## src/oal_pkg.sv

```systemverilog
// Shared types and codes for the ordered array list.
package oal_pkg;

    // Operation codes carried on s_tuser
    typedef enum logic [1:0] {
        OP_INSERT = 2'd0,
        OP_DELETE = 2'd1,
        OP_FIND   = 2'd2
    } op_t;

    typedef enum logic [0:0] {
        ST_IDLE = 1'b0,
        ST_SCAN = 1'b1
    } state_t;

    // Per-cycle command broadcast to every cell
    typedef struct packed {
        logic ins;   // shift up from position, load new value at position
        logic del;   // shift down from position
        logic cap;   // capture match flag against the search key
    } cell_ctrl_t;

    // Scanner status toward the controller
    typedef struct packed {
        logic done;
        logic hit;
    } scan_stat_t;

    localparam int GROUP = 8;  // match flags examined per scan cycle

endpackage

```

## src/oal_cell.sv

```systemverilog
// One list slot: holds an entry, shifts with its neighbors, flags a key match.
module oal_cell #(
    parameter int IDX = 0,
    parameter int WW  = 8
) (
    input  logic                   aclk,
    input  oal_pkg::cell_ctrl_t    ctrl,
    input  logic [WW-1:0]          pos_w,
    input  logic [WW-1:0]          count_w,
    input  logic signed [31:0]     new_value,
    input  logic signed [31:0]     left_value,
    input  logic signed [31:0]     right_value,
    output logic signed [31:0]     value,
    output logic                   match
);
    import oal_pkg::*;

    logic signed [31:0] value_reg, value_next;
    logic               match_reg, match_next;

    always_comb begin
        value_next = value_reg;
        match_next = match_reg;
        if (ctrl.ins) begin
            if (WW'(IDX) == pos_w) begin
                value_next = new_value;
            end else if (WW'(IDX) > pos_w) begin
                value_next = left_value;
            end
        end else if (ctrl.del) begin
            if (WW'(IDX) >= pos_w) begin
                value_next = right_value;
            end
        end
        if (ctrl.cap) begin
            match_next = (value_reg == new_value) && (WW'(IDX) < count_w);
        end
    end

    always_ff @(posedge aclk) begin
        value_reg <= value_next;
        match_reg <= match_next;
    end

    assign value = value_reg;
    assign match = match_reg;

endmodule

```

## config.mk

```make
export PLATFORM = sky130hd
export DESIGN_NAME = oal_cell
export DESIGN_NICKNAME = d
export VERILOG_FILES = /design/src/oal_pkg.sv /design/src/oal_cell.sv
export SDC_FILE = /design/constraint.sdc
export NUM_CORES = 1
export LEC_CHECK = 0
export ABC_AREA = 1
export BUFFER_PORTS_ARGS = -buffer_cell sky130_fd_sc_hd__clkbuf_2
export CORE_ASPECT_RATIO = 1.4
export CORE_MARGIN = 2
export CORE_UTILIZATION = 30
export CTS_CLUSTER_SIZE = 16
export DETAILED_ROUTE_END_ITERATION = 10
export SLEW_MARGIN = 10
export SYNTH_ARGS = -nofsm -noshare
export SYNTH_HDL_FRONTEND = slang
export SYNTH_SLANG_ARGS = --single-unit
```

## constraint.sdc

```tcl
create_clock -name aclk -period 4.2 [get_ports aclk]
set_input_delay 0.63 -clock aclk [delete_from_list [all_inputs] [get_ports aclk]]
set_output_delay 0.63 -clock aclk [all_outputs]
set_load 0.02 [all_outputs]
```

==> results of run 1 <==
## worst max-delay path by stage
| stage | startpoint | cells past startpoint | slack (ns) | to |
|---|---|---|---|---|
| floorplan | ctrl[2] | 4 | 1.28 | value[0] |
| global placement | pos_w[2] | 5 | 1.85 | value[7] |
| detailed placement | pos_w[2] | 5 | 1.79 | value[30] |
| CTS | pos_w[2] | 5 | 2.09 | value[23] |
| global route | pos_w[2] | 5 | 1.95 | value[23] |
| finish | pos_w[2] | 5 | 2.13 | value[14] |
## metal layers
metal	part of all wire (%)	GRT usage [%]	up-vias
li1	-	-	1317
met2	53	32.3	85
met5	0	0	-
met4	3.5	7.78	0
met3	4.8	3.37	16
met1	39	18.7	1078
## kinds of logic (layout without fill, tap and decap cells)
| group | Yosys count | count (layout) | share of synthesized area, % |
|---|---|---|---|
| and+or+nand+nor | 158 | 158 | 26.8 |
| xor gates and xnor gates | 12 | 12 | 4.64 |
| AOI/OAI and AO/OA | 69 | 69 | 15.2 |
| buffers and inverters | 50 | 195 | 9.56 |
| DFF | 33 | 33 | 43.8 |
## power by group through the flow
stage	logic [uW]	clock network [uW]	registers [uW]
after floorplan	56.0	0	375
after global placement	129	0	374
after detailed placement	131	0	374
after CTS	131	302	367
after global routing	148	314	367
final	130	296	367
## area by class of cell
class	count	area, um2
Sequential cell	33	991
Inverter	37	140
Fill cell	847	4140
Clock inverter	2	33.8
Multi-Input combinational cell	239	1060
Tap cell	97	121
Clock buffer	6	72.6
Timing Repair Buffer	150	756
## synthesized netlist by cell type
library cell	count	area (um2)
xnor2_1	12	105
nand4_2	1	12.5
edfxtp_1	33	991
nand2_1	95	357
buf_6	3	33.8
clkinv_2	1	5.00
clkbuf_1	6	22.5
buf_2	4	20.0
nor2_1	59	221
o21ai_0	5	25.0
inv_1	36	135
nor2_2	1	6.26
a21oi_1	64	320
nand3_1	2	10.0
## worst max-delay path: stages
cell      delay [ns]
clkbuf_2        0.08
nor2_1          0.13
nand4_2         0.10
buf_4           0.27
nor2_4          0.75
## through the flow
stage,hold WS [ns],power (uW),cells
2_1_floorplan,0.742,431,322
6_report,0.541,793,564
4_1_cts,0.533,800,564
3_5_place_dp,0.796,505,556
3_3_place_gp,0.813,503,556
5_1_grt,0.528,828,564
==> impl_metrics.ini, run 1 <==
[finish]
diodes = 0
finalCoreUtilization_pct = 43.5
synthToLayoutAreaGrowth_pct = 40.4
most_used_cells_in_the_layout_excluding_fill_and_tap_cells = clkbuf_2 (148), nand2_1 (95), a21oi_1 (64), nor2_1 (58), inv_1 (36)
drive_above_1_share_pct = 34.3
final_nets = 582
layout.cells.most_common = clkbuf_2
flip_flop_count_of_the_largest_register_after_layout = 32
post-route-cell-area_um2 = 3180

[global_routing]
globalRouteOverflowTotal = 0
grt_start_max_net_pins = 35
grt_pass1_vias = 2479
grt_first_pass_wirelength_um = 11300
grt.total_usage_pct = 17.3
number_of_antenna_violations_at_the_first_check_in_global_routing = 0

[synth]
synthesis.nets = 438
ys_warnings = 0
syn_area_cell_um2 = 7.03
synth_cells = 322
yosysSeqAreaShare_pct = 43.8
netlist_area_um2 = 2260
synth.ff_latch_count = 33
synth.distinct_cells = 14

[flow_run]
maxCapViolCount = 0

[routing]
violation_count_after_the_first_detailed_route_iteration = 88
post_drt_wl_per_cell_um = 12.5
route.detailed.drc = 0
routed_wl_um = 7080
detailedRoute.firstPassIterationCount = 4
antenna_left = 0
drt-vias-per-instance = 4.43
vias = 2496

[timing]
final_hold_viol_count = 0
timing.setup.tns_ns = 0
worstMarginPinSlew_ns = 1.05
max_freq_ghz = 0.482
timing.max_slew.rel_slack_pct = 30.1
finalClockSkew_ns = 0.00555
fin_worst_setup_slack_ns = 2.13
rsz_0062_raised_after_global_routing = false
post-route-min-period_ns = 2.07
report.final.slew_viol_count = 0
finalCritPeriodShare_pct = 49.4
final-setup-viol-count = 0

[clock_network]
numCtsBuffers = 5
clock_latency_ns = 0.29
clk_transition_reported_paths_ns = 0.07
post-cts-setup-buffers = 0
post_cts_hold_buffer_count = 0
clock-sinks = 33
cts_tree = done
htree_levels = 2
post_cts_resized = 0
clock_tree.root_cell = clkbuf_8
cts-root-to-sink-buffers = 2

[worst_hold_path]
hold-path-endpoint = match
hold_path.class = primary input to flop
holdCritStartpoint = ctrl[0]
worstHoldPathCells = 1

[setup_path]
rr_startpoint = value[2]
r2r_slack_ns = 2.81
cp.required_ns = 4.11
startpoint_type = primary input
worst-endpoint-arrival_ns = 1.98
timing_worst_setup_path_type = primary input to flop
critical_path.reg2reg.endpoint = match
crit_path_max_fanout = 34
reg2regPathDepth = 5
endpoint_kind = flop

[placement]
dpl_cell_area_um2 = 3070
worst_setup_slack_before_clock_tree_synthesis_ns = 1.79
gp_congestion = 0.743
hpwl_um = 5480
numPortBuffers = 148

[floorplan]
rows = 37
num_io_pins = 149
start_util_pct = 31.0
floorplan.die.width_um = 77.4
core_um2 = 7310
die_y_um = 107
fp.dieArea_um2 = 8270

[pwr]
share_clk_of_total_power_pct = 37.4
powerDensity_nw_per_um2 = 249
power_leakage_uw = 0.00159
power.sequential.fraction_pct = 46.2
peakVddDrop_v = 0.000126
cell_internal_pwr_uw = 607
switching_part_of_the_total_pct = 23.4
total_switching_power_uw = 186
p_comb_share_pct = 16.4

[run_status]
run_status = complete, no violations
No activity file was read; power rests on OpenSTA's default activity.
==> run 2: changes to the inputs <==
clock period = 1.9 ns   (was 4.2 ns; I/O delays follow)
==> impl_metrics.ini, run 2 (same netlist as run 1, synthesis figures left out) <==
[global_routing]
grt_pass1_vias = 2531
grt.total_usage_pct = 17.7
grt_use_met2_pct = 32.7
grt_start_max_net_pins = 33
globalRouteOverflowTotal = 0
gr-max-usage-layer = met2
grt_first_pass_wirelength_um = 11400
global_route.usage.met3_pct = 2.86
global_route.usage.met1_pct = 20.2
number_of_antenna_violations_at_the_first_check_in_global_routing = 0

[routing]
route.detailed.drc = 0
detailedRoute.firstPassIterationCount = 4
antenna_left = 0
post_drt_wl_per_cell_um = 12.9
vias = 2578
routed_wl_um = 7360
drt-vias-per-instance = 4.52
violation_count_after_the_first_detailed_route_iteration = 129

[finish]
drive_above_1_share_pct = 35.3
flip_flop_count_of_the_largest_register_after_layout = 32
diodes = 0
finalCoreUtilization_pct = 44.1
n_fill_cell = 809
most_used_cells_in_the_layout_excluding_fill_and_tap_cells = clkbuf_2 (148), nand2_1 (95), a21oi_1 (64), nor2_1 (58), inv_1 (36)
layout.cells.most_common = clkbuf_2
sequential_cell_area_um2 = 991
synthToLayoutAreaGrowth_pct = 42.5
final_nets = 588
multi_input_area_um2 = 1060

[setup_path]
worst-endpoint-arrival_ns = 1.53
crit_path_max_fanout = 32
startpoint_type = primary input
cp.required_ns = 2.04
crit_path_cell_trace = clkbuf_2 -> nor2_1 -> nand4_2 -> clkinv_2 -> nand2_1 -> a21oi_1
worst-path-buf-inv = 2
path_delay_family = buffers and inverters
timing_worst_setup_path_type = primary input to flop
slowest_delay_ns = 0.46
endpoint_kind = flop
crit_slowest_cell = clkinv_2

[floorplan]
rows = 37
die_y_um = 107
fp.dieArea_um2 = 8270
num_io_pins = 149
core_um2 = 7310
start_util_pct = 31.0
floorplan.die.width_um = 77.4

[clock_network]
htree_levels = 2
post-cts-setup-buffers = 0
clock-sinks = 33
cts_tree = done
post_cts_hold_buffer_count = 0
clock_latency_ns = 0.29
numCtsBuffers = 5
clock_tree.root_cell = clkbuf_8
cts-root-to-sink-buffers = 2
clk_transition_reported_paths_ns = 0.07
post_cts_resized = 0

[pwr]
powerDensity_nw_per_um2 = 548
power_leakage_uw = 0.00162
peakVddDrop_v = 0.000290

[timing]
final-setup-viol-count = 0
finalCritPeriodShare_pct = 73.3
post-route-min-period_ns = 1.39
worstMarginPinSlew_ns = 0.471
report.final.slew_viol_count = 0
timing.setup.tns_ns = 0
final_hold_viol_count = 0
finalClockSkew_ns = 0.00717
timing.max_slew.rel_slack_pct = 68.6
rsz_0062_raised_after_global_routing = false
max_freq_ghz = 0.718

[placement]
numPortBuffers = 148
hpwl_um = 5910
gp_congestion = 0.845

[flow_run]
maxCapViolCount = 0

[worst_hold_path]
hold_path.class = primary input to flop

[run_status]
run_status = complete, no violations
-- run 2: cell types whose count changed in the layout (fill, tap and decap cells not counted), sizes merged --
cell,delta
clkinvlp,+1
clkbuf,-1
buf,+6
-- run 2: layout make-up --
cell class / instances / share of cell area (%)
clock inverters: 3 / 1.28
well taps: 97 / 3.76
flip-flops and latches: 33 / 30.7
multi-input cells: 239 / 33.0
inverters: 37 / 4.34
repair buffers: 156 / 24.8
clock buffers: 5 / 2.13
-- run 2: final timing paths --
check / start / endpoint / slack [ns] / cells past startpoint
setup / recovery: pos_w[2] / value[0] / 0.51 / 6
hold / removal: ctrl[0] / match / 0.20 / 1
setup reg to reg: value[29] / match / 0.71 / 8
hold reg to reg: value[19] / match / 0.82 / 5
-- run 2: metal layers --
| layer | up-vias | part of all wire, % |
|---|---|---|
| li1 | 1323 | - |
| met1 | 1147 | 39 |
| met2 | 97 | 53 |
| met3 | 11 | 6.0 |
| met4 | 0 | 1.9 |
| met5 | - | 0 |
-- run 2: worst register-to-register path: cells and delay by family (launching register included) --
family                 cells  cell delay [ns]
flip-flops                 1             0.37
AND/OR/NAND/NOR            7             0.62
buffers and inverters      1             0.05
-- run 2: metrics by stage --
step                      std cells  cell area [um2]  total power, uW  hold slack [ns]  setup WS, ns
after floorplan                 322             2270              954            0.397         0.170
final                           570             3230             1770            0.197         0.507
after global placement          562             3120             1120            0.492         0.198
after global routing            570             3230             1850            0.188         0.290
after detailed placement        562             3120             1120            0.492         0.176
after CTS                       570             3230             1790            0.192         0.494
-- run 2: report_power, final --
part           internal [uW]  switching [uW]  leakage, uW  total, uW
clock                    386             277    0.0000518        663
sequential               809            1.61     0.000308        810
combinational            148             146      0.00126        295
==> run 3: changes to the inputs <==
clock period = 1.35 ns   (was 1.9 ns; I/O delays follow)
==> impl_metrics.ini, run 3 (same netlist as run 1, synthesis figures left out) <==
[global_routing]
grt_first_pass_wirelength_um = 11500
grt_start_max_net_pins = 33
grt_pass1_vias = 2520
globalRouteOverflowTotal = 0
number_of_antenna_violations_at_the_first_check_in_global_routing = 0
grt.total_usage_pct = 17.5

[setup_path]
slowest_delay_ns = 0.43
endpoint_kind = flop
cp-startpoint = value[18]
crit_path_max_fanout = 3
rr_startpoint = value[18]
cp.required_ns = 1.49
crit_slowest_cell = edfxtp_1
startpoint_type = flop
worst-path-buf-inv = 0
path_delay_family = simple AND/OR/NAND/NOR gates
timing_worst_setup_path_type = flop to flop
crit_path_cell_trace = nand2_1 -> nand2_1 -> nor2_1 -> nand2_1 -> nor2_1 -> nand3_1 -> nor2_1
worst-endpoint-arrival_ns = 1.34

[flow_run]
maxCapViolCount = 0

[finish]
flip_flop_count_of_the_largest_register_after_layout = 32
synthToLayoutAreaGrowth_pct = 46.7
finish.cell_count_without_fillers = 573
finalCoreUtilization_pct = 45.4
layout.cells.most_common = clkbuf_2
n_fill_cell = 803
final_nets = 592
diodes = 0
most_used_cells_in_the_layout_excluding_fill_and_tap_cells = clkbuf_2 (148), nand2_1 (95), a21oi_1 (64), nor2_1 (55), inv_1 (36)
drive_above_1_share_pct = 36.1

[routing]
routed_wl_um = 7230
post_drt_wl_per_cell_um = 12.6
vias = 2548
antenna_left = 0
drt-vias-per-instance = 4.45
detailedRoute.firstPassIterationCount = 4
route.detailed.drc = 0
violation_count_after_the_first_detailed_route_iteration = 121

[timing]
report.final.slew_viol_count = 0
worstMarginPinSlew_ns = 0.223
finalClockSkew_ns = 0.00590
rsz_0062_raised_after_global_routing = false
final_hold_viol_count = 0
post-route-min-period_ns = 1.20
timing.max_slew.rel_slack_pct = 85.0
final-setup-viol-count = 0
timing.setup.tns_ns = 0
holdWs_ns = 0.123
finalCritPeriodShare_pct = 89.3
max_freq_ghz = 0.830

[clock_network]
post-cts-setup-buffers = 0
post_cts_resized = 0
cts_tree = done
clock-sinks = 33
post_cts_hold_buffer_count = 0
htree_levels = 2
clk_transition_reported_paths_ns = 0.07
clock_tree.root_cell = clkbuf_8
cts-root-to-sink-buffers = 2
clock_latency_ns = 0.27
numCtsBuffers = 5

[pwr]
total_power_uw = 2270
power_leakage_uw = 0.00165
powerDensity_nw_per_um2 = 682
peakVddDrop_v = 0.000396

[placement]
numPortBuffers = 148
hpwl_um = 5830
numPlacedInstances = 566
gp_congestion = 0.807

[floorplan]
core_um2 = 7310
start_util_pct = 31.0
floorplan.die.width_um = 77.4
fp.dieArea_um2 = 8270
die_y_um = 107
num_io_pins = 149
rows = 37

[run_status]
run_status = complete, no violations

[worst_hold_path]
holdCritStartpoint = ctrl[0]
hold_path.class = primary input to flop
run 3: final cells by class:
type / count / area, um2 / area share, %
clock buffers: 6 / 72.6 / 2.18
clock inverters: 1 / 3.75 / 0.113
inverters: 37 / 140 / 4.22
multi-input cells: 239 / 1100 / 33.1
flip-flops and latches: 33 / 991 / 29.8
well taps: 97 / 121 / 3.65
repair buffers: 160 / 893 / 26.9
run 3: per-layer routing:
layer  vias to the layer above  wire length (um)  global-route usage [%]
li1                       1332                 -                       -
met1                      1118              2980                    20.2
met2                        92              3730                    32.7
met3                         6               424                    3.03
met4                         0                85                    5.36
met5                         -                 0                       0
run 3: power by group:
part | switching, uW | internal (uW)
clock network | 349 | 348
logic | 212 | 218
registers | 2.26 | 1140
run 3: final timing paths:
path	endpoint	slack [ns]	cells past startpoint
max reg2reg	match	0.15	7
max	match	0.15	7
min	match	0.12	1
min reg2reg	match	0.82	5
run 3: worst reg2reg max path, stage by stage, from the launching register on:
cell and delay [ns]:
edfxtp_1 0.43, nand2_1 0.09, nand2_1 0.05, nor2_1 0.11
nand2_1 0.06, nor2_1 0.15, nand3_1 0.08, nor2_1 0.10
run 3: stage by stage:
stage / setup WS, ns / instance area, um2
2_1_floorplan: -0.170 / 2320
3_3_place_gp: 0.0467 / 3250
3_5_place_dp: 0.00442 / 3250
4_1_cts: 0.129 / 3320
5_1_grt: 0.0151 / 3320
6_report: 0.145 / 3320
