==> config.mk <==
export PLATFORM = sky130hd
export DESIGN_NAME = oal_scan
export DESIGN_NICKNAME = d
export VERILOG_FILES = /design/src/oal_pkg.sv /design/src/oal_scan.sv
export SDC_FILE = /design/constraint.sdc
export NUM_CORES = 1
export LEC_CHECK = 0
export ABC_AREA = 1
export BUFFER_PORTS_ARGS = -buffer_cell sky130_fd_sc_hd__buf_2
export CAP_MARGIN = 20
export CORE_ASPECT_RATIO = 1.25
export CORE_UTILIZATION = 39
export CTS_CLUSTER_DIAMETER = 50
export DETAILED_ROUTE_END_ITERATION = 8
export PLACE_DENSITY_LB_ADDON = 0.2
export SKIP_CTS_REPAIR_TIMING = 1
export SYNTH_ARGS = -nofsm -noshare
export SYNTH_HDL_FRONTEND = slang
export SYNTH_SLANG_ARGS = --single-unit
==> constraint.sdc <==
create_clock -name aclk -period 2.5 [get_ports aclk]
set_clock_uncertainty 0.1 [all_clocks]
set_input_delay 0.375 -clock aclk [delete_from_list [all_inputs] [get_ports aclk]]
set_output_delay 0.375 -clock aclk [all_outputs]
set_load 0.01 [all_outputs]
==> src/oal_pkg.sv <==
// Shared types and codes for the ordered array list.
package oal_pkg;

    // Operation codes carried on s_tuser
    typedef enum logic [1:0] {
        OP_INSERT = 2'd0,
        OP_DELETE = 2'd1,
        OP_FIND   = 2'd2
    } op_t;

    typedef enum logic [0:0] {
        ST_IDLE = 1'b0,
        ST_SCAN = 1'b1
    } state_t;

    // Per-cycle command broadcast to every cell
    typedef struct packed {
        logic ins;   // shift up from position, load new value at position
        logic del;   // shift down from position
        logic cap;   // capture match flag against the search key
    } cell_ctrl_t;

    // Scanner status toward the controller
    typedef struct packed {
        logic done;
        logic hit;
    } scan_stat_t;

    localparam int GROUP = 8;  // match flags examined per scan cycle

endpackage

==> src/oal_scan.sv <==
// Lowest-set-bit search over the cell match flags, one group per cycle.
module oal_scan #(
    parameter int NG = 16,
    parameter int GW = 4
) (
    input  logic                        aclk,
    input  logic                        aresetn,
    input  logic                        run,
    input  logic [NG*oal_pkg::GROUP-1:0] match_vec,
    output oal_pkg::scan_stat_t         stat,
    output logic [GW+2:0]               hit_idx
);
    import oal_pkg::*;

    logic [GW-1:0]    grp_reg, grp_next;
    logic [GROUP-1:0] flags;
    logic [2:0]       off;

    assign flags = match_vec[grp_reg*GROUP +: GROUP];

    // priority encode, lowest index wins
    always_comb begin
        off = 3'd0;
        for (int k = GROUP - 1; k >= 0; k--) begin
            if (flags[k]) begin
                off = 3'(k);
            end
        end
    end

    always_comb begin
        stat.hit  = |flags;
        stat.done = run && ((|flags) || (grp_reg == GW'(NG - 1)));
        hit_idx   = {grp_reg, off};
        grp_next  = grp_reg;
        if (!run || stat.done) begin
            grp_next = '0;
        end else begin
            grp_next = grp_reg + 1'b1;
        end
    end

    always_ff @(posedge aclk) begin
        if (!aresetn) begin
            grp_reg <= '0;
        end else begin
            grp_reg <= grp_next;
        end
    end

endmodule

==> summary.txt, run 1 <==
Outcome
  • Status: finished, final reports clean

Global routing
  • Total gr overflow: 0
  • Global Route Usage Sum: 0.245
  • Initial antenna violation count: 0
  • Global-route wire length before repair: 8660 um
  • Number of global-route vias before repair: 2,141
  • Largest net degree at the start of global routing: 45

Cells and area
  • Layout overhead on the synthesized area: 57.8%
  • Layout cell share with drive strength beyond 1: 0.382
  • Final nets: 624
  • Max FFs per register: 4
  • Inserted Diodes: 0
  • Fin area: 0.00257 mm^2

Placed design
  • Pre-CTS setup slack: 0.242 ns
  • Dpl hpwl: 4340 um
  • Port buffer count: 139
  • Gpl congestion: 0.770
  • DP Area: 0.00234 mm^2

Logic synthesis
  • Syn avg cell area: 4.69 um^2
  • Seq/Total Area, Yosys: 0.0491
  • Synth area leaders: nor2_1 23%, nand2_1 20%, o21ai_0 14%
  • Share of the synthesized area in the top cell type: 0.235
  • Ys Warns: 0
  • Area leader, netlist: nor2_1
  • Mapped Cells: 348
  • Post-synthesis register bit count: 4
  • Netlist cell types: 28
  • Cell Area, Synth: 0.00163 mm^2
  • Post-synth net total: 480

Min path
  • WHS Endpoint: grp_reg[1]
  • Hold Path Cell Cnt: 5
  • HP Class: in2reg
  • Worst hold start: aresetn

Worst setup path
  • Crit-path leading delay family: simple AND/OR/NAND/NOR gates
  • Most numerous cell on the critical path: nand3_1
  • CP max FO: 18
  • CP arrival: 1.99 ns
  • Crit end category: output port
  • R2r endpoint: grp_reg[2]
  • Critical path required time: 2.03 ns
  • Crit-path max cell delay: 0.42 ns
  • Crit Path Category: reg2out
  • CP Cell Sequence: clkinv_8 > buf_4 > o21ai_0 > nand3_1 > nand3_1 > nand2_1 > nor2_2 > nand2_2 > nor2_4 > a21boi_1 > buf_2
  • Reg-to-reg slack, setup: 0.45 ns
  • Worst-case reg-to-reg path depth: 12
  • RR Startpoint: grp_reg[0]
  • Startpoint types: flop
  • CP bufs+invs: 3
  • Slowest CP cell: dfxtp_4

STA
  • Period utilization: 0.987
  • Post-route setup TNS: 0 ns
  • Final worst slack: 0.0335 ns
  • Pins Over Slew Limit: 0
  • Min Tclk post-route: 2.47 ns
  • Final setup fails: 0
  • RSZ-0062 raised after global routing: true
  • Peak Freq: 0.405 GHz
  • Relative slew slack: 0.800
  • Worst-Margin Slew: 0.299 ns
  • Final Hold Fails: 0

Routing
  • Routed Antenna Nets: 0
  • DRC Markers: 0
  • Final wirelength: 6110 um
  • Routed via count: 2,680
  • Starting DRC count in detailed routing: 135
  • Average wire per cell in the routed design: 11.2 um
  • Vias/cell: 4.93
  • DR pass1 iterations: 4

Clock tree
  • # clock sinks: 4
  • Reg clk slew, reported paths: 0.03 ns
  • Clock buffer count from CTS: 3
  • Clk buf depth: 2
  • CTS tree: built
  • Clk root buf: clkbuf_8
  • H-tree lvl count: 1
  • Worst-skew pair later-pin latency: 0.22 ns

Floorplanning
  • DIE WIDTH: 59.9 um
  • Die Area: 0.00445 mm^2
  • Core Box Area: 0.00388 mm^2
  • Num rows: 25
  • Initial Util: 0.421
  • Io pins: 140
  • Die extent in y: 74.3 um

Run
  • Max cap viols: 0

Power and ir drop
  • Max VDD drop: 0.120 mV
  • Leak: 0.00147 uW
  • Power density over the cells: 152 mW/mm^2
[power by group]
part | internal [uW] | switching (uW) | total [uW] | leakage [uW]
Combinational | 110 | 81.3 | 191 | 0.00141
Clock | 103 | 35.0 | 138 | 0.0000216
Sequential | 63.2 | 0.0657 | 63.3 | 0.0000335
[synthesized netlist by cell type (all sizes together)]
cell type / count
inv: 29
a21oi: 2
nand2: 88
xnor2: 1
dfxtp: 4
clkinv: 2
o211ai: 4
buf: 15
nor2: 107
nand3: 26
ha: 1
clkbuf: 6
o22ai: 2
o21ai: 57
a21boi: 2
and2b: 1
xor2: 1
[worst max-delay path by stage]
stage / start / endpoint / slack [ns] / cells after the start
after global routing: grp_reg[0] / stat[1] / -0.08 / 11
after global placement: grp_reg[0] / stat[1] / 0.25 / 13
after CTS: grp_reg[0] / stat[1] / 0.003 / 13
after detailed placement: grp_reg[0] / stat[1] / 0.24 / 13
after floorplan: grp_reg[3] / hit_idx[1] / 0.34 / 10
final: grp_reg[0] / stat[1] / 0.03 / 11
[cells in the final DEF (no fill, tap or decap)]
| master | instances |
|---|---|
| buf_2 | 139 |
| nor2_1 | 97 |
| nand2_1 | 84 |
| o21ai_0 | 30 |
| inv_1 | 26 |
| o21ai_1 | 26 |
| nand3_1 | 25 |
| buf_4 | 10 |
| nor2_2 | 7 |
| buf_6 | 6 |
| nand2_2 | 4 |
| o211ai_1 | 4 |
| nor2_4 | 3 |
| clkbuf_8 | 3 |
| inv_6 | 2 |
| clkinv_1 | 2 |
| o22ai_1 | 2 |
| dfxtp_1 | 2 |
| buf_12 | 2 |
| clkinv_8 | 1 |
| and2b_2 | 1 |
| inv_2 | 1 |
| o21ai_2 | 1 |
| a21boi_2 | 1 |
| a21oi_1 | 1 |
| a21boi_1 | 1 |
| a21oi_2 | 1 |
| xnor2_1 | 1 |
| nand3_2 | 1 |
| xor2_1 | 1 |
| ha_1 | 1 |
| clkbuf_16 | 1 |
| dfxtp_4 | 1 |
| dfxtp_2 | 1 |
| buf_8 | 1 |
[cells by family (layout without fill, tap and decap cells)]
family,Yosys count,after routing,synth area share
and+or+nand+nor,222,222,0.554
xor gates and xnor gates,2,2,0.0107
AOI/OAI and AO/OA,67,67,0.216
buffers and inverters,52,194,0.162
adders and majority gates,1,1,0.00767
DFF,4,4,0.0491
[routing by layer]
layer,track usage,part of all wire
met5,0,0
met4,0.0698,0.0082
met3,0.0226,0.083
met2,0.474,0.50
met1,0.278,0.41
[per-stage QoR]
| step | total power, uW | hold WS (ns) | util | std cells |
|---|---|---|---|---|
| after CTS | 385 | 0.428 | 0.614 | 533 |
| after global placement | 245 | 0.479 | 0.603 | 530 |
| after floorplan | 136 | 0.497 | - | 348 |
| final | 392 | 0.419 | 0.664 | 544 |
| after detailed placement | 246 | 0.486 | 0.603 | 530 |
| after global routing | 423 | 0.449 | 0.664 | 544 |
[area by class of cell]
cell class	instances	area (um^2)
inverters	31	134
clock buffers	3	41.3
fillers	421	1300
multi-input cells	292	1320
well taps	54	67.6
repair inverters	1	8.76
flip-flops and latches	4	85.1
repair buffers	159	918
[tightest hold or removal path, delay by kind of cell]
kind / cells / cell delay [ns]
AND/OR/NAND/NOR: 3 / 0.19
buffers and inverters: 2 / 0.13
(Power assumes the default switching activity.)
==> run 2: changes to the inputs <==
- CAP_MARGIN: 20 -> 15
- CORE_UTILIZATION: 39 -> 40
- CTS_BUF_LIST: unset -> sky130_fd_sc_hd__clkbuf_2 sky130_fd_sc_hd__clkbuf_4 sky130_fd_sc_hd__clkbuf_8
==> summary.txt, run 2 (synthesized netlist as in run 1, its figures left out) <==
Outcome
  • Status: finished, final reports clean

Global routing
  • Number of global-route vias before repair: 2,058
  • Met2 Use GR: 0.479
  • Busiest grt layer: met2
  • Initial antenna violation count: 0
  • Global Route Usage Sum: 0.243
  • Global-route wire length before repair: 8310 um
  • Largest net degree at the start of global routing: 70
  • GR Util met3: 0.0123
  • Total gr overflow: 0
  • Met1 usage: 0.276

Min path
  • HP Class: in2reg

Clock tree
  • H-tree lvl count: 1
  • Worst-skew pair later-pin latency: 0.22 ns
  • Reg clk slew, reported paths: 0.03 ns
  • # clock sinks: 4
  • Clk buf depth: 2
  • Clk root buf: clkbuf_8
  • Clock buffer count from CTS: 3
  • CTS tree: built

Power and ir drop
  • Final Total Pwr: 387 uW
  • Max VDD drop: 0.148 mV
  • Power density over the cells: 157 mW/mm^2
  • Leak: 0.00141 uW

Placed design
  • Port buffer count: 139
  • Gpl congestion: 0.808
  • Dpl hpwl: 4130 um
  • DP Area: 0.00230 mm^2

Routing
  • Average wire per cell in the routed design: 10.9 um
  • DR pass1 iterations: 5
  • Starting DRC count in detailed routing: 178
  • DRC Markers: 0
  • Routed via count: 2,514
  • Routed Antenna Nets: 0
  • Final wirelength: 5800 um
  • Vias/cell: 4.73

Worst setup path
  • Most numerous cell on the critical path: nand2_1
  • Crit Path Category: reg2out
  • Slowest CP cell: dfxtp_4
  • CP arrival: 1.96 ns
  • Crit-path max cell delay: 0.43 ns
  • Startpoint types: flop
  • Critical path required time: 2.03 ns
  • CP max FO: 31
  • Crit end category: output port
  • CP Cell Sequence: buf_4 > inv_6 > o21ai_0 > nand2_1 > nand2_1 > nand2_1 > inv_1 > nand2_2 > nor2_4 > nand2_2 > nor2_4 > a21boi_1 > buf_2

Cells and area
  • Layout cell share with drive strength beyond 1: 0.364
  • Most frequent cells in the layout: 139 x buf_2, 95 x nor2_1, 85 x nand2_1
  • Inserted Diodes: 0
  • Max FFs per register: 4
  • Layout overhead on the synthesized area: 50.8%
  • Final nets: 612
  • Most common cell after layout, fill and taps aside: buf_2
  • Fin area: 0.00246 mm^2
  • # fillers: 388

STA
  • Peak Freq: 0.411 GHz
  • Final setup fails: 0
  • Relative slew slack: 0.810
  • RSZ-0062 raised after global routing: true
  • Worst-Margin Slew: 0.285 ns
  • Post-Route Hold Slack: 0.436 ns
  • Period utilization: 0.974
  • Final Hold Fails: 0
  • Pins Over Slew Limit: 0
  • Min Tclk post-route: 2.44 ns

Floorplanning
  • Die Area: 0.00434 mm^2
  • Core Box Area: 0.00385 mm^2
  • Io pins: 140
  • Num rows: 25
  • Initial Util: 0.424
  • Die extent in y: 73.4 um
  • DIE WIDTH: 59.1 um

Run
  • Max cap viols: 0
-- run 2: changes by cell type in the layout (fill, tap and decap cells not counted), sizes merged --
cell | before | now
clkbuf | 4 | 5
buf | 158 | 145
-- run 2: metrics by stage --
step                      worst slack [ns]   util  cells  setup TNS [ns]
after floorplan                      0.337      -    348               0
after global placement               0.192  0.598    525               0
after detailed placement             0.151  0.598    525               0
after CTS                          -0.0841  0.609    528          -0.210
after global routing               -0.0532  0.640    532         -0.0824
final                               0.0649  0.640    532               0
-- run 2: path summary, 6_finish.rpt --
path	start	end	slack, ns	cells after the start
worst min register to register	grp_reg[3]	grp_reg[3]	0.51	2
worst min-delay path	aresetn	grp_reg[2]	0.44	5
worst max-delay path	grp_reg[0]	stat[1]	0.06	13
worst max register to register	grp_reg[0]	grp_reg[3]	0.57	13
-- run 2: metal layers --
| metal | routed length, um | share of wire |
|---|---|---|
| met1 | 2420 | 0.42 |
| met2 | 2960 | 0.51 |
| met3 | 377 | 0.065 |
| met4 | 50 | 0.0086 |
| met5 | 0 | 0 |
-- run 2: where the power goes --
part | switching (uW) | internal (uW)
combinational | 79.8 | 107
clock | 34.2 | 103
sequential | 0.0690 | 63.2
total | 114 | 273
-- run 2: layout make-up --
type | count | area [um^2] | area share
Clock buffer | 3 | 41.3 | 0.0168
Inverter | 31 | 131 | 0.0534
Multi-Input combinational cell | 292 | 1320 | 0.536
Sequential cell | 4 | 85.1 | 0.0346
Tap cell | 54 | 67.6 | 0.0275
Timing Repair Buffer | 147 | 807 | 0.328
Timing Repair inverter | 1 | 8.76 | 0.00356
-- run 2: worst max-delay path, delay by kind of cell, from the launching register on --
kind / cells / cell delay [ns]
flip-flops: 1 / 0.43
AND/OR/NAND/NOR: 7 / 0.64
AO/OA/AOI/OAI: 2 / 0.23
buffers and inverters: 4 / 0.45
==> run 3: changes to the inputs <==
- CELL_PAD_IN_SITES_DETAIL_PLACEMENT: unset -> 2
- CELL_PAD_IN_SITES_GLOBAL_PLACEMENT: unset -> 2
- CORE_UTILIZATION: 40 -> 16
- CTS_BUF_LIST: sky130_fd_sc_hd__clkbuf_2 sky130_fd_sc_hd__clkbuf_4 sky130_fd_sc_hd__clkbuf_8 -> sky130_fd_sc_hd__clkbuf_8
- TNS_END_PERCENT: unset -> 20
==> summary.txt, run 3 (synthesized netlist as in run 1, its figures left out) <==
Placed design
  • Dpl hpwl: 6870 um
  • Pre-CTS setup slack: 0.0797 ns
  • Port buffer count: 139
  • Gpl congestion: 0.706

Worst setup path
  • Crit Path Category: reg2out
  • Crit-path max cell delay: 0.40 ns
  • Critical path required time: 2.03 ns
  • CP bufs+invs: 3
  • Slowest CP cell: dfxtp_4
  • Crit-path leading delay family: simple AND/OR/NAND/NOR gates
  • CP Depth: 11
  • Startpoint types: flop
  • CP Cell Sequence: inv_8 > buf_4 > o21ai_0 > nand3_1 > nand3_1 > nand2_1 > nor2_2 > nand2_2 > nor2_4 > a21boi_1 > buf_2
  • Worst-case reg-to-reg path depth: 11
  • Most numerous cell on the critical path: nand3_1
  • Crit end category: output port
  • CP arrival: 2.02 ns
  • CP max FO: 51

STA
  • Relative slew slack: 0.788
  • Min Tclk post-route: 2.49 ns
  • Final Hold Fails: 0
  • Worst-Margin Slew: 0.316 ns
  • Pins Over Slew Limit: 0
  • RSZ-0062 raised after global routing: true
  • Peak Freq: 0.401 GHz
  • Final setup fails: 0
  • Period utilization: 0.997
  • Final worst slack: 0.00825 ns

Clock tree
  • Clock buffer count from CTS: 3
  • Clk buf depth: 2
  • H-tree lvl count: 1
  • # clock sinks: 4
  • Worst-skew pair later-pin latency: 0.22 ns
  • Reg clk slew, reported paths: 0.03 ns
  • Clk root buf: clkbuf_8
  • CTS tree: built

Global routing
  • Number of global-route vias before repair: 2,868
  • Initial antenna violation count: 1
  • Largest net degree at the start of global routing: 52
  • Total gr overflow: 0
  • Global Route Usage Sum: 0.157
  • Global-route wire length before repair: 13,400 um

Floorplanning
  • Die extent in y: 115 um
  • Num rows: 40
  • Die Area: 0.0106 mm^2
  • DIE WIDTH: 92.3 um
  • Initial Util: 0.167
  • Core Box Area: 0.00976 mm^2
  • Io pins: 140

Cells and area
  • Most frequent cells in the layout: 139 x buf_2, 102 x nor2_1, 85 x nand2_1
  • Final nets: 616
  • # fillers: 1,320
  • Post-Route Utilization: 0.258
  • Max FFs per register: 4
  • Layout overhead on the synthesized area: 54.4%
  • Most common cell after layout, fill and taps aside: buf_2
  • Layout cell share with drive strength beyond 1: 0.349

Min path
  • Hold Path Cell Cnt: 5
  • HP Class: in2reg

Routing
  • Routed Antenna Nets: 0
  • Final wirelength: 8300 um
  • Average wire per cell in the routed design: 13.6 um
  • DRC Markers: 0
  • DR pass1 iterations: 4
  • Starting DRC count in detailed routing: 37
  • Vias/cell: 4.37
  • Routed via count: 2,660

Power and ir drop
  • Reg power frac: 0.163
  • Max VDD drop: 0.0786 mV
  • Clk network pwr share: 0.354
  • Internal: 272 uW
  • Power density over the cells: 154 mW/mm^2
  • NetSw: 117 uW
  • Leak: 0.00141 uW
  • Logic pwr share: 0.483
  • Switching Share: 0.301

Outcome
  • Status: finished, final reports clean

Run
  • Max cap viols: 0
==> run 3: metrics by stage <==
step	setup TNS [ns]	instance area, um^2	hold WS (ns)	power (uW)	std cells
3_5_place_dp	0	2440	0.546	257	605
4_1_cts	-0.507	2480	0.435	398	608
2_1_floorplan	0	1630	0.497	136	348
3_3_place_gp	0	2440	0.516	255	605
6_report	0	2520	0.431	389	609
5_1_grt	-0.708	2520	0.471	425	608
==> run 3: layout make-up <==
cell class,count,area (um^2),area share
Antenna cell,1,2.50,0.000993
Multi-Input combinational cell,292,1290,0.513
Sequential cell,4,85.1,0.0338
Timing Repair Buffer,152,817,0.324
Clock buffer,3,41.3,0.0164
Inverter,31,124,0.0492
Tap cell,126,158,0.0626
==> run 3: path summary, 6_finish.rpt <==
path	slack (ns)	start	endpoint
max	0.008	grp_reg[0]	stat[1]
min	0.43	run	grp_reg[0]
min reg2reg	0.54	grp_reg[3]	grp_reg[3]
max reg2reg	0.51	grp_reg[0]	grp_reg[1]
==> run 3: power by group through the flow <==
stage               clock, uW  sequential [uW]  combinational, uW
floorplan                   0             65.2               70.4
global placement            0             65.2                190
detailed placement          0             65.2                191
CTS                       141             64.3                192
global route              147             63.2                214
finish                    137             63.3                188
==> run 3: tightest hold or removal path, stage by stage <==
cell and delay [ns]:
buf_2 0.10, nand2_1 0.05, inv_1 0.04, nand3_2 0.10
nor2_1 0.04
==> run 3: routing by layer <==
layer / up-vias / track usage / wire (um)
met5: - / 0 / 0
met4: 0 / 0.0281 / 54
met3: 4 / 0.0139 / 362
met2: 75 / 0.311 / 4370
met1: 1216 / 0.182 / 3510
li1: 1365 / - / -
